File: config.mk
export PLATFORM = sky130hd
export DESIGN_NAME = vibration_pattern_sequencer
export DESIGN_NICKNAME = d
export VERILOG_FILES = /design/src/design/vps_pkg.sv /design/src/design/vibration_pattern_sequencer.sv /design/src/design/vps_rom.sv
export SDC_FILE = /design/constraint.sdc
export NUM_CORES = 1
export LEC_CHECK = 0
export CAP_MARGIN = 40
export CORE_ASPECT_RATIO = 1.25
export CORE_UTILIZATION = 45
export CTS_CLUSTER_SIZE = 16
export DETAILED_ROUTE_END_ITERATION = 8
export DONT_BUFFER_PORTS = 1
export GPL_TIMING_DRIVEN = 0
export HOLD_SLACK_MARGIN = 0.12
export SETUP_SLACK_MARGIN = 0.5
export SYNTH_ARGS = -nofsm -noshare
export SYNTH_HDL_FRONTEND = slang
export SYNTH_SLANG_ARGS = --single-unit
File: constraint.sdc
create_clock -name aclk -period 3.2 [get_ports aclk]
set_input_delay 0.16 -clock aclk [delete_from_list [all_inputs] [get_ports aclk]]
set_output_delay 0.16 -clock aclk [all_outputs]
set_load 0.02 [all_outputs]
File: src/design/vps_pkg.sv
`timescale 1ns / 1ps

package vps_pkg;

    localparam int MAX_STEPS = 128;
    localparam int SONG_LEN  = 73;
    localparam int STEP_W    = 7;
    localparam int DUR_W     = 10;
    localparam int LEN_W     = 9;

    typedef enum logic [1:0] {
        ACT_TICK  = 2'd0,
        ACT_START = 2'd1,
        ACT_STOP  = 2'd2,
        ACT_NOP   = 2'd3
    } action_t;

    typedef enum logic [2:0] {
        PAT_SONG     = 3'd0,
        PAT_SOFT     = 3'd1,
        PAT_300MS    = 3'd2,
        PAT_200MS    = 3'd3,
        PAT_300MS_X2 = 3'd4,
        PAT_100MS_X2 = 3'd5
    } pattern_t;

    typedef struct packed {
        logic             level;
        logic [DUR_W-1:0] dur;
    } step_t;

    // Steps a pattern plays, capped at MAX_STEPS.
    function automatic logic [LEN_W-1:0] pat_len(pattern_t p);
        logic [LEN_W-1:0] n;
        unique case (p)
            PAT_SONG:                   n = LEN_W'(SONG_LEN);
            PAT_SOFT, PAT_300MS,
            PAT_200MS:                  n = LEN_W'(2);
            PAT_300MS_X2, PAT_100MS_X2: n = LEN_W'(4);
            default:                    n = '0;
        endcase
        if (n > LEN_W'(MAX_STEPS)) begin
            n = LEN_W'(MAX_STEPS);
        end
        return n;
    endfunction

endpackage

File: src/design/vibration_pattern_sequencer.sv
`timescale 1ns / 1ps

// Vibration pattern sequencer. Plays one of six built-in motor on/off patterns
// (song, soft, 300 ms, 200 ms, 300 ms double, 100 ms double). Send action 1 with a
// pattern to start it (only while vibration_enable is set), action 0 once per
// millisecond to advance it, action 2 to stop. Every request yields exactly one
// result with the motor level, the busy flag and the current step. The block takes
// one request per clock while m_tready does not stall the output register: a request
// sits in the input register, the pattern ROM and the countdown update the state
// combinationally, and the result lands in the output register, which drives m_tvalid.
// Write vibration_enable only while no request is in flight.
module vibration_pattern_sequencer (
    input  logic        aclk,
    input  logic        aresetn,

    input  logic        cfg_wr_en,
    input  logic        cfg_wr_data,   // vibration_enable

    input  logic        s_tvalid,
    output logic        s_tready,
    input  logic [7:0]  s_tdata,       // [1:0] action, [4:2] pattern_select

    output logic        m_tvalid,
    input  logic        m_tready,
    output logic [15:0] m_tdata        // [0] motor_on, [1] busy_res, [8:2] step_number
);

    logic                        in_vld_reg;
    logic [4:0]                  in_data_reg;
    logic                        enable_reg;
    logic                        playing_reg, playing_next;
    vps_pkg::pattern_t           cur_pat_reg, cur_pat_next;
    logic [vps_pkg::STEP_W-1:0]  step_idx_reg, step_idx_next;
    logic [vps_pkg::DUR_W-1:0]   remain_reg, remain_next;
    logic                        drive_reg, drive_next;
    logic                        out_vld_reg;
    logic [8:0]                  out_data_reg, out_data_next;

    logic                        out_ready;
    logic                        fire;
    vps_pkg::action_t            act;
    logic [2:0]                  sel;
    logic [vps_pkg::STEP_W:0]    next_idx;
    vps_pkg::pattern_t           rom_pat;
    logic [vps_pkg::STEP_W-1:0]  rom_idx;
    vps_pkg::step_t              rom_step;

    assign out_ready = ~out_vld_reg | m_tready;
    assign fire      = in_vld_reg & out_ready;
    assign s_tready  = ~in_vld_reg | out_ready;

    assign act      = vps_pkg::action_t'(in_data_reg[1:0]);
    assign sel      = in_data_reg[4:2];
    assign next_idx = {1'b0, step_idx_reg} + 1'b1;

    // Start reads step 0 of the new pattern, a tick reads the following step.
    assign rom_pat = (act == vps_pkg::ACT_START) ? vps_pkg::pattern_t'(sel) : cur_pat_reg;
    assign rom_idx = (act == vps_pkg::ACT_START) ? '0 : next_idx[vps_pkg::STEP_W-1:0];

    vps_rom u_rom (
        .pattern  (rom_pat),
        .step_idx (rom_idx),
        .step     (rom_step)
    );

    always_comb begin
        playing_next  = playing_reg;
        cur_pat_next  = cur_pat_reg;
        step_idx_next = step_idx_reg;
        remain_next   = remain_reg;
        drive_next    = drive_reg;
        unique case (act)
            vps_pkg::ACT_TICK: begin
                if (playing_reg) begin
                    if (remain_reg > vps_pkg::DUR_W'(1)) begin
                        remain_next = remain_reg - 1'b1;
                    end else if ({1'b0, next_idx} >= vps_pkg::pat_len(cur_pat_reg)) begin
                        playing_next  = 1'b0;
                        step_idx_next = '0;
                        remain_next   = '0;
                        drive_next    = 1'b0;
                    end else begin
                        step_idx_next = next_idx[vps_pkg::STEP_W-1:0];
                        drive_next    = rom_step.level;
                        remain_next   = rom_step.dur;
                    end
                end
            end
            vps_pkg::ACT_START: begin
                if (enable_reg && sel <= 3'(vps_pkg::PAT_100MS_X2)) begin
                    cur_pat_next  = vps_pkg::pattern_t'(sel);
                    playing_next  = 1'b1;
                    step_idx_next = '0;
                    drive_next    = rom_step.level;
                    remain_next   = rom_step.dur;
                end
            end
            vps_pkg::ACT_STOP: begin
                playing_next  = 1'b0;
                step_idx_next = '0;
                remain_next   = '0;
                drive_next    = 1'b0;
            end
            default: ;
        endcase
        out_data_next = {(playing_next ? step_idx_next : {vps_pkg::STEP_W{1'b0}}),
                         playing_next, drive_next};
    end

    always_ff @(posedge aclk) begin
        if (!aresetn) begin
            in_vld_reg   <= 1'b0;
            enable_reg   <= 1'b0;
            playing_reg  <= 1'b0;
            cur_pat_reg  <= vps_pkg::PAT_SONG;
            step_idx_reg <= '0;
            remain_reg   <= '0;
            drive_reg    <= 1'b0;
            out_vld_reg  <= 1'b0;
        end else begin
            if (cfg_wr_en) begin
                enable_reg <= cfg_wr_data;
            end
            if (s_tready) begin
                in_vld_reg <= s_tvalid;
            end
            if (fire) begin
                playing_reg  <= playing_next;
                cur_pat_reg  <= cur_pat_next;
                step_idx_reg <= step_idx_next;
                remain_reg   <= remain_next;
                drive_reg    <= drive_next;
                out_vld_reg  <= 1'b1;
            end else if (m_tready) begin
                out_vld_reg <= 1'b0;
            end
        end
    end

    always_ff @(posedge aclk) begin
        if (s_tready && s_tvalid) begin
            in_data_reg <= s_tdata[4:0];
        end
        if (fire) begin
            out_data_reg <= out_data_next;
        end
    end

    assign m_tvalid = out_vld_reg;
    assign m_tdata  = {7'b0, out_data_reg};

endmodule

File: src/design/vps_rom.sv
`timescale 1ns / 1ps

module vps_rom (
    input  vps_pkg::pattern_t                pattern,
    input  logic [vps_pkg::STEP_W-1:0]       step_idx,
    output vps_pkg::step_t                   step
);

    always_comb begin
        step.level = 1'b0;
        step.dur   = '0;
        unique case (pattern)
            vps_pkg::PAT_SONG: begin
                if (step_idx >= vps_pkg::STEP_W'(vps_pkg::SONG_LEN - 1)) begin
                    step.level = 1'b0;
                    step.dur   = vps_pkg::DUR_W'(200);
                end else begin
                    unique case (step_idx[1:0])
                        2'd0: begin step.level = 1'b1; step.dur = vps_pkg::DUR_W'(300);  end
                        2'd1: begin step.level = 1'b0; step.dur = vps_pkg::DUR_W'(500);  end
                        2'd2: begin step.level = 1'b1; step.dur = vps_pkg::DUR_W'(300);  end
                        default: begin
                            step.level = 1'b0;
                            step.dur   = vps_pkg::DUR_W'(1000);
                        end
                    endcase
                end
            end
            vps_pkg::PAT_SOFT, vps_pkg::PAT_100MS_X2: begin
                step.level = ~step_idx[0];
                step.dur   = vps_pkg::DUR_W'(100);
            end
            vps_pkg::PAT_300MS, vps_pkg::PAT_300MS_X2: begin
                step.level = ~step_idx[0];
                step.dur   = vps_pkg::DUR_W'(300);
            end
            vps_pkg::PAT_200MS: begin
                step.level = ~step_idx[0];
                step.dur   = vps_pkg::DUR_W'(200);
            end
            default: begin
                step.level = 1'b0;
                step.dur   = '0;
            end
        endcase
    end

endmodule

* After elaboration in Yosys (flattened, before gate mapping)
Cells that the tools add are included.
** Cells by class
- $add $sub $neg :: 2
- Multiply operators :: 0
- Div/mod/pow operators :: 0
- $lt $le $gt $ge :: 5
- Equal/unequal tests :: 16
- Shift-type cells :: 0
- Muxes and demuxes :: 35
- Bitwise operators :: 6
- Reductions and logical operators :: 15
** Operator list (count)
- 9-bit two-way mux :: 7
- 11-bit case mux with 4 select lines :: 1
- 7-bit case mux with 3 select lines :: 2
- 10-bit two-way mux :: 4
- 7-bit two-way mux :: 5
- 10-bit case mux with 3 select lines :: 1
- 11-bit case mux with 2 select lines :: 1
- 3-bit by 2-bit equality test with 1-bit output, second input constant :: 4
- 3-bit equality test, second input constant :: 4
- 11-bit two-way mux :: 1
- 10-bit by 1-bit > comparator with 1-bit output, second input constant :: 1
- 1-bit two-way mux :: 10
- 10-bit by 1-bit subtractor with 10-bit output, second input constant :: 1
- 8-bit by 9-bit greater-or-equal comparator with 1-bit output :: 1
- 9-bit by 8-bit > comparator with 1-bit output, second input constant :: 1
- 7-bit by 1-bit adder with 8-bit output, second input constant :: 1
- 2-bit OR reduction :: 4
- 7-bit greater-or-equal comparator, second input constant :: 1
- 3-bit by 1-bit equality test with 1-bit output, second input constant :: 2
- 3-bit zero test :: 2
- 1-bit case mux with 3 select lines :: 2
- 2-bit by 1-bit equality test with 1-bit output, second input constant :: 2
- 2-bit equality test, second input constant :: 2
- 2-bit zero test :: 2
- other kinds (13) :: 17
** Word-level totals
- Flip-flop bits (word level) :: 39
- Bits in latches :: 0
- Bits in writable memories :: 0
- Bits in read-only memories :: 0
- Input port bits :: 14
- Output and inout bits :: 18
- Logic and storage cells :: 90
- Memories kept :: 0

* Depth between registers and ports, before layout
- Depth after elaboration :: 16
- Depth in mapped cells :: 12
- Depth with buffers taken out :: 12

* Cells and area by module
From an unflattened synthesis, not the netlist that was laid out.
** Unflattened totals
- Cell total of the unflattened synthesis :: 325
- Area, all modules :: 2727.6 µm²
** By module, submodules not included
- vibration_pattern_sequencer :: times used 1, cells each 295, area each 2522.4 µm², sequential area each 920.9 µm²
- vps_rom :: times used 1, cells each 30, area each 205.2 µm², sequential area each 0.0 µm²

* Least setup slack after synthesis
OpenSTA, ideal clock, no wires.
- Path type :: register to register
- Start point :: register step_idx_reg[1] in the netlist's numbering
- End point :: register out_data_reg[2], data pin
- Library setup time :: 0.269 ns
- Arrival :: 2.483 ns
- Data required time :: 2.931 ns
- Setup slack :: 0.448 ns
- Cell stages (with the launch flop) :: 12
- Buffers on the path :: 0
- Clock period less this slack :: 2.752 ns
- Path through :: dfxtp_1 > ha_1 > and4_1 > nand2_1 > or2_2 > nand2_1 > ha_1 > inv_1 > o32ai_4 > o21ai_1 > a31oi_2 > nor2_1
** On the way
- Longest elaborated chain between the ends :: 6
- Elaborated cells on any way between the ends :: 10
- Classes of those cells :: add/sub: 1; order compare: 1; mux: 8
** RTL lines
- start: declaration :: RTL line vibration_pattern_sequencer.sv:33 : logic [vps_pkg::STEP_W-1:0] step_idx_reg, step_idx_next;
- start signal: assignment :: RTL line vibration_pattern_sequencer.sv:130 : step_idx_reg <= step_idx_next;
- 7-bit by 1-bit adder with 8-bit output * :: RTL line vibration_pattern_sequencer.sv:54 : assign next_idx = {1'b0, step_idx_reg} + 1'b1;
- 8-bit by 9-bit greater-or-equal comparator with 1-bit output * :: RTL line vibration_pattern_sequencer.sv:77 : end else if ({1'b0, next_idx} >= vps_pkg::pat_len(cur_pat_reg)) begin
- 7-bit two-way mux / 1-bit two-way mux (equally long branches) :: RTL line vibration_pattern_sequencer.sv:77
- 7-bit two-way mux / 1-bit two-way mux (equally long branches) :: RTL line vibration_pattern_sequencer.sv:75 : if (remain_reg > vps_pkg::DUR_W'(1)) begin
- 7-bit two-way mux / 1-bit two-way mux (equally long branches) :: RTL line vibration_pattern_sequencer.sv:74 : if (playing_reg) begin
- 7-bit case mux with 3 select lines / 1-bit case mux with 3 select lines (equally long branches) :: RTL line vibration_pattern_sequencer.sv:72 : unique case (act)
- end signal: assignment :: RTL line vibration_pattern_sequencer.sv:145 : out_data_reg <= out_data_next;
- end: declaration :: RTL line vibration_pattern_sequencer.sv:37 : logic [8:0] out_data_reg, out_data_next;
Mark *: on every way between the ends. The rest lies on a longest branch, timed or not.
A chain may end at the register's enable or synchronous reset.

* Final worst setup path
- Start point :: register cur_pat_reg[1]
- End point :: register out_data_reg[6], data pin
** On the way
- Longest elaborated chain between the ends :: 16
- Elaborated cells on any way between the ends :: 26
- Classes of those cells :: order compare: 2; eq/ne: 5; mux: 16; reduce/logical: 3
** RTL lines
- start: declaration :: RTL line vibration_pattern_sequencer.sv:32 : vps_pkg::pattern_t cur_pat_reg, cur_pat_next;
- start signal: assignment :: RTL line vibration_pattern_sequencer.sv:115 : cur_pat_reg <= vps_pkg::PAT_SONG;
- start signal: assignment :: RTL line vibration_pattern_sequencer.sv:129 : cur_pat_reg <= cur_pat_next;
- 3-bit by 1-bit equality test with 1-bit output (tied with other cells) :: RTL line vps_pkg.sv:35 : unique case (p)
- 3-bit OR reduction / 2-bit OR reduction (equally long branches) :: RTL line vps_pkg.sv:35
- 7-bit case mux with 3 select lines * :: RTL line vps_pkg.sv:35
- 9-bit two-way mux * :: RTL line vibration_pattern_sequencer.sv:75
- 9-bit two-way mux * :: RTL line vibration_pattern_sequencer.sv:74
- 9-bit two-way mux * :: RTL line vibration_pattern_sequencer.sv:72
- 9-bit by 8-bit > comparator with 1-bit output :: RTL line vps_pkg.sv:42 : if (n > LEN_W'(MAX_STEPS)) begin
- 9-bit two-way mux * :: RTL line vps_pkg.sv:42
- 9-bit two-way mux * :: RTL line vibration_pattern_sequencer.sv:75
- 9-bit two-way mux * :: RTL line vibration_pattern_sequencer.sv:74
- 9-bit two-way mux * :: RTL line vibration_pattern_sequencer.sv:72
- 8-bit by 9-bit greater-or-equal comparator with 1-bit output * :: RTL line vibration_pattern_sequencer.sv:77
- 7-bit two-way mux / 1-bit two-way mux (equally long branches) :: RTL line vibration_pattern_sequencer.sv:77
- 7-bit two-way mux / 1-bit two-way mux (equally long branches) :: RTL line vibration_pattern_sequencer.sv:75
- 7-bit two-way mux / 1-bit two-way mux (equally long branches) :: RTL line vibration_pattern_sequencer.sv:74
- 7-bit case mux with 3 select lines / 1-bit case mux with 3 select lines (equally long branches) :: RTL line vibration_pattern_sequencer.sv:72
Mark *: on every way between the ends. The rest lies on a longest branch, timed or not. The select of a mux whose other input is x is not followed.

==> results_dict.tcl <==
set metrics [dict create \
    status "finished, violations left" \
    violations "design-rule violations" \
    area_growth_pct 23.50 \
    cp.arrival_ns 2.78 \
    avgSynthCellArea_um2 8.673 \
    crit_family "compound AO/OA/AOI/OAI gates" \
    grt_max_degree 19 \
    skew_ns 0.01041 \
    synth_seq_cells 39 \
    synth_top_area_share_pct 18.80 \
    placementRows 30 \
    synthFlopType "dfxtp_1" \
    ys_warn_count 0 \
    cp_num_buf_inv 3 \
    synthTopCellsByArea "dfxtp_1, edfxtp_1, nand2_1" \
    setup_viol 0 \
    finalCritPeriodShare_pct 85.09 \
    p_switching_mw 0.3326 \
    synth.yosys.seq_area_share_pct 34.59 \
    die_w_um 70.80 \
    io_buffer_count 0 \
    crit_type "reg -> reg" \
    critPathCaptureType "flip-flop" \
    clock-root-buffer "clkbuf_8" \
    max_freq_mhz 367.2 \
    nets 370 \
    syn-cell-area_um2 2663 \
    vias_per_cell 5.778 \
    switching_share_pct 27.83 \
    initial_utilization_pct 47.93 \
    fill_cells 510 \
    crit_chain "buf_8 > or3_4 > buf_4 > ha_1 > o21a_1 > nor2_1 > o32ai_4 > o21ai_2 > a31oi_4 > buf_12 > a21oi_1" \
    hpwl_um 4588 \
    pwr-share-clk_pct 34.3 \
    p_leak_nw 1.279 \
    slowest_stage "o32ai_4" \
    slowest_delay_ns 0.42 \
    postRouteAntennaNets 0 \
    place_area_um2 2774 \
    cts_sinks 39 \
    cp_data_required_time_ns 3.25 \
    die_height_um 88 \
    ir_drop_uv 201.4 \
    worstSkewPairLatency_ns 0.30 \
    htree_levels 2 \
    drt_first_pass_iters 7 \
    synth_top_cell_by_area "dfxtp_1" \
    final_area_um2 3288 \
    drc_errors 2 \
    antenna_found_initial 0 \
    grt_usage_pct 22.31 \
    fp.dieArea_um2 6230 \
    maxCapViolCount 0 \
    gp_congestion 0.8592 \
    maxSlewHeadroom_pct 46.36 \
    fin_setup_tns_ns 0 \
    core_area_um2 5555 \
    grt_pass1_vias 2208 \
    antennaDiodeCount 0 \
    largest_reg_flops 10 \
    power_density_nw_per_um2 363.4 \
    cp_max_fo 7 \
    synthCells 307 \
    tightest_slew_ns 0.8009 \
    wl_per_cell_um 16.29 \
    globalRouteOverflowTotal 0 \
    start_kind "flip-flop" \
    io-pin-count 32 \
    ys_types 67 \
    drv_slew 0 \
    grt_pass1_wl_um 10710 \
    clockBufferDepth 2 \
    power_frac_comb_pct 19.2 \
    cts_inserted_buffers 5 \
    setup_ws_ns 0.4770 \
    synth_edf_count 14 \
    drtIter0Drc 92 \
    hp-class "in -> reg" \
    pwr-share-seq_pct 46.5 \
    async_reset_ff_share_pct 0 \
    clk_pin_slew_worst_paths_ns 0.08 \
    internal_power_mw 0.8623 \
    final_cell_mix "nand2_1, o21ai_0, dfxtp_1" \
    num_vias 2369 \
    min_period_ns 2.723 \
    finalHoldViolCount 0 \
    cts_tree "built" \
    rsz0062_at_grt "yes" \
    routed_wl_um 6679 \
    layout_commonest_cell "nand2_1" \
    post-place-ws_ns 0.09912 \
    drive_above_1_share_pct 23.70 \
]
==> worst register-to-register path: cells and delay by family, from the launching register on <==
| family | cells | cell delay, ns |
|---|---|---|
| flops | 1 | 0.35 |
| fa+ha+maj | 1 | 0.27 |
| simple gates | 2 | 0.44 |
| compound gates | 5 | 0.99 |
| buf+inv | 3 | 0.44 |
==> kinds of logic (layout without fill, tap and decap cells) <==
| group | after synthesis | after routing | synth area share [%] |
|---|---|---|---|
| AO/OA/AOI/OAI | 89 | 89 | 24.58 |
| XOR/XNOR | 5 | 5 | 1.645 |
| adder cells (fa/ha/maj) | 11 | 11 | 5.169 |
| buffers and inverters | 31 | 64 | 5.874 |
| flip-flops | 39 | 39 | 34.59 |
| multiplexers | 4 | 4 | 1.504 |
| other | 1 | 7 | 0.1408 |
| AND/OR/NAND/NOR | 127 | 127 | 26.50 |
==> final cells by class <==
| class | instances | area, um^2 | area share (%) |
|---|---|---|---|
| multi-input cells | 243 | 1754 | 53.35 |
| flip-flops and latches | 39 | 932.1 | 28.35 |
| repair buffers | 25 | 242.7 | 7.382 |
| plain buffers | 20 | 127.6 | 3.881 |
| well taps | 64 | 80.08 | 2.435 |
| clock buffers | 6 | 72.57 | 2.207 |
| inverters | 11 | 41.29 | 1.256 |
| clock inverters | 2 | 37.54 | 1.142 |
==> metal layers <==
metal | share of wire, % | wire length, um | vias up | track usage, %
met5 | 0 | 0 | - | 0
met4 | 2.4 | 163 | 0 | 9.091
met3 | 2.4 | 163 | 15 | 3.337
met2 | 53 | 3538 | 50 | 41.61
met1 | 42 | 2813 | 1128 | 25.52
li1 | - | - | 1176 | -
==> through the flow <==
step	hold WS [ns]	util (%)	instances	total power [mW]
2_1_floorplan	0.2589	-	313	0.7206
3_3_place_gp	0.2589	49.93	377	0.7628
3_5_place_dp	0.2589	49.93	377	0.7633
4_1_cts	0.1538	56.51	402	1.190
5_1_grt	0.1626	59.19	410	1.245
6_report	0.1596	59.19	410	1.195
==> synthesized netlist by cell type (5+ instances only) <==
cell	count
nand3_1	13
nor2b_1	11
clkbuf_1	7
dfxtp_1	25
nor3_1	6
o21ai_0	21
and2_1	6
a22oi_1	6
inv_1	10
a21boi_0	8
edfxtp_1	14
nor2_1	15
ha_1	11
buf_2	5
buf_4	7
a21oi_1	15
nand2_1	40
==> path summary, 6_finish.rpt <==
check / endpoint / slack [ns] / from / cells past startpoint
worst max-delay path: out_data_reg[6]$_SDFFCE_PN0P_ / 0.48 / cur_pat_reg[1]$_SDFFE_PN0P_ / 11
worst min-delay path: m_tvalid$_SDFFE_PN0P_ / 0.16 / m_tready / 2
worst max register to register: out_data_reg[6]$_SDFFCE_PN0P_ / 0.48 / cur_pat_reg[1]$_SDFFE_PN0P_ / 11
worst min register to register: drive_reg$_SDFFE_PN0P_ / 0.47 / drive_reg$_SDFFE_PN0P_ / 2
==> power groups by stage <==
stage	Sequential (mW)	Clock (mW)	Combinational, mW
final	0.555	0.410	0.229
after global routing	0.558	0.437	0.250
after CTS	0.555	0.419	0.216
after detailed placement	0.568	0	0.195
after global placement	0.568	0	0.195
after floorplan	0.564	0	0.157
==> what timing repair did <==
action	in CTS	in global routing
endpoints found under the hold margin	7	0
endpoints found under the setup margin	25	21
pin swaps	7	11
hold buffers	8	0
buffers inserted	9	8
gates resized for setup	22	23
Note: power is estimated with default switching activity, not from simulation.
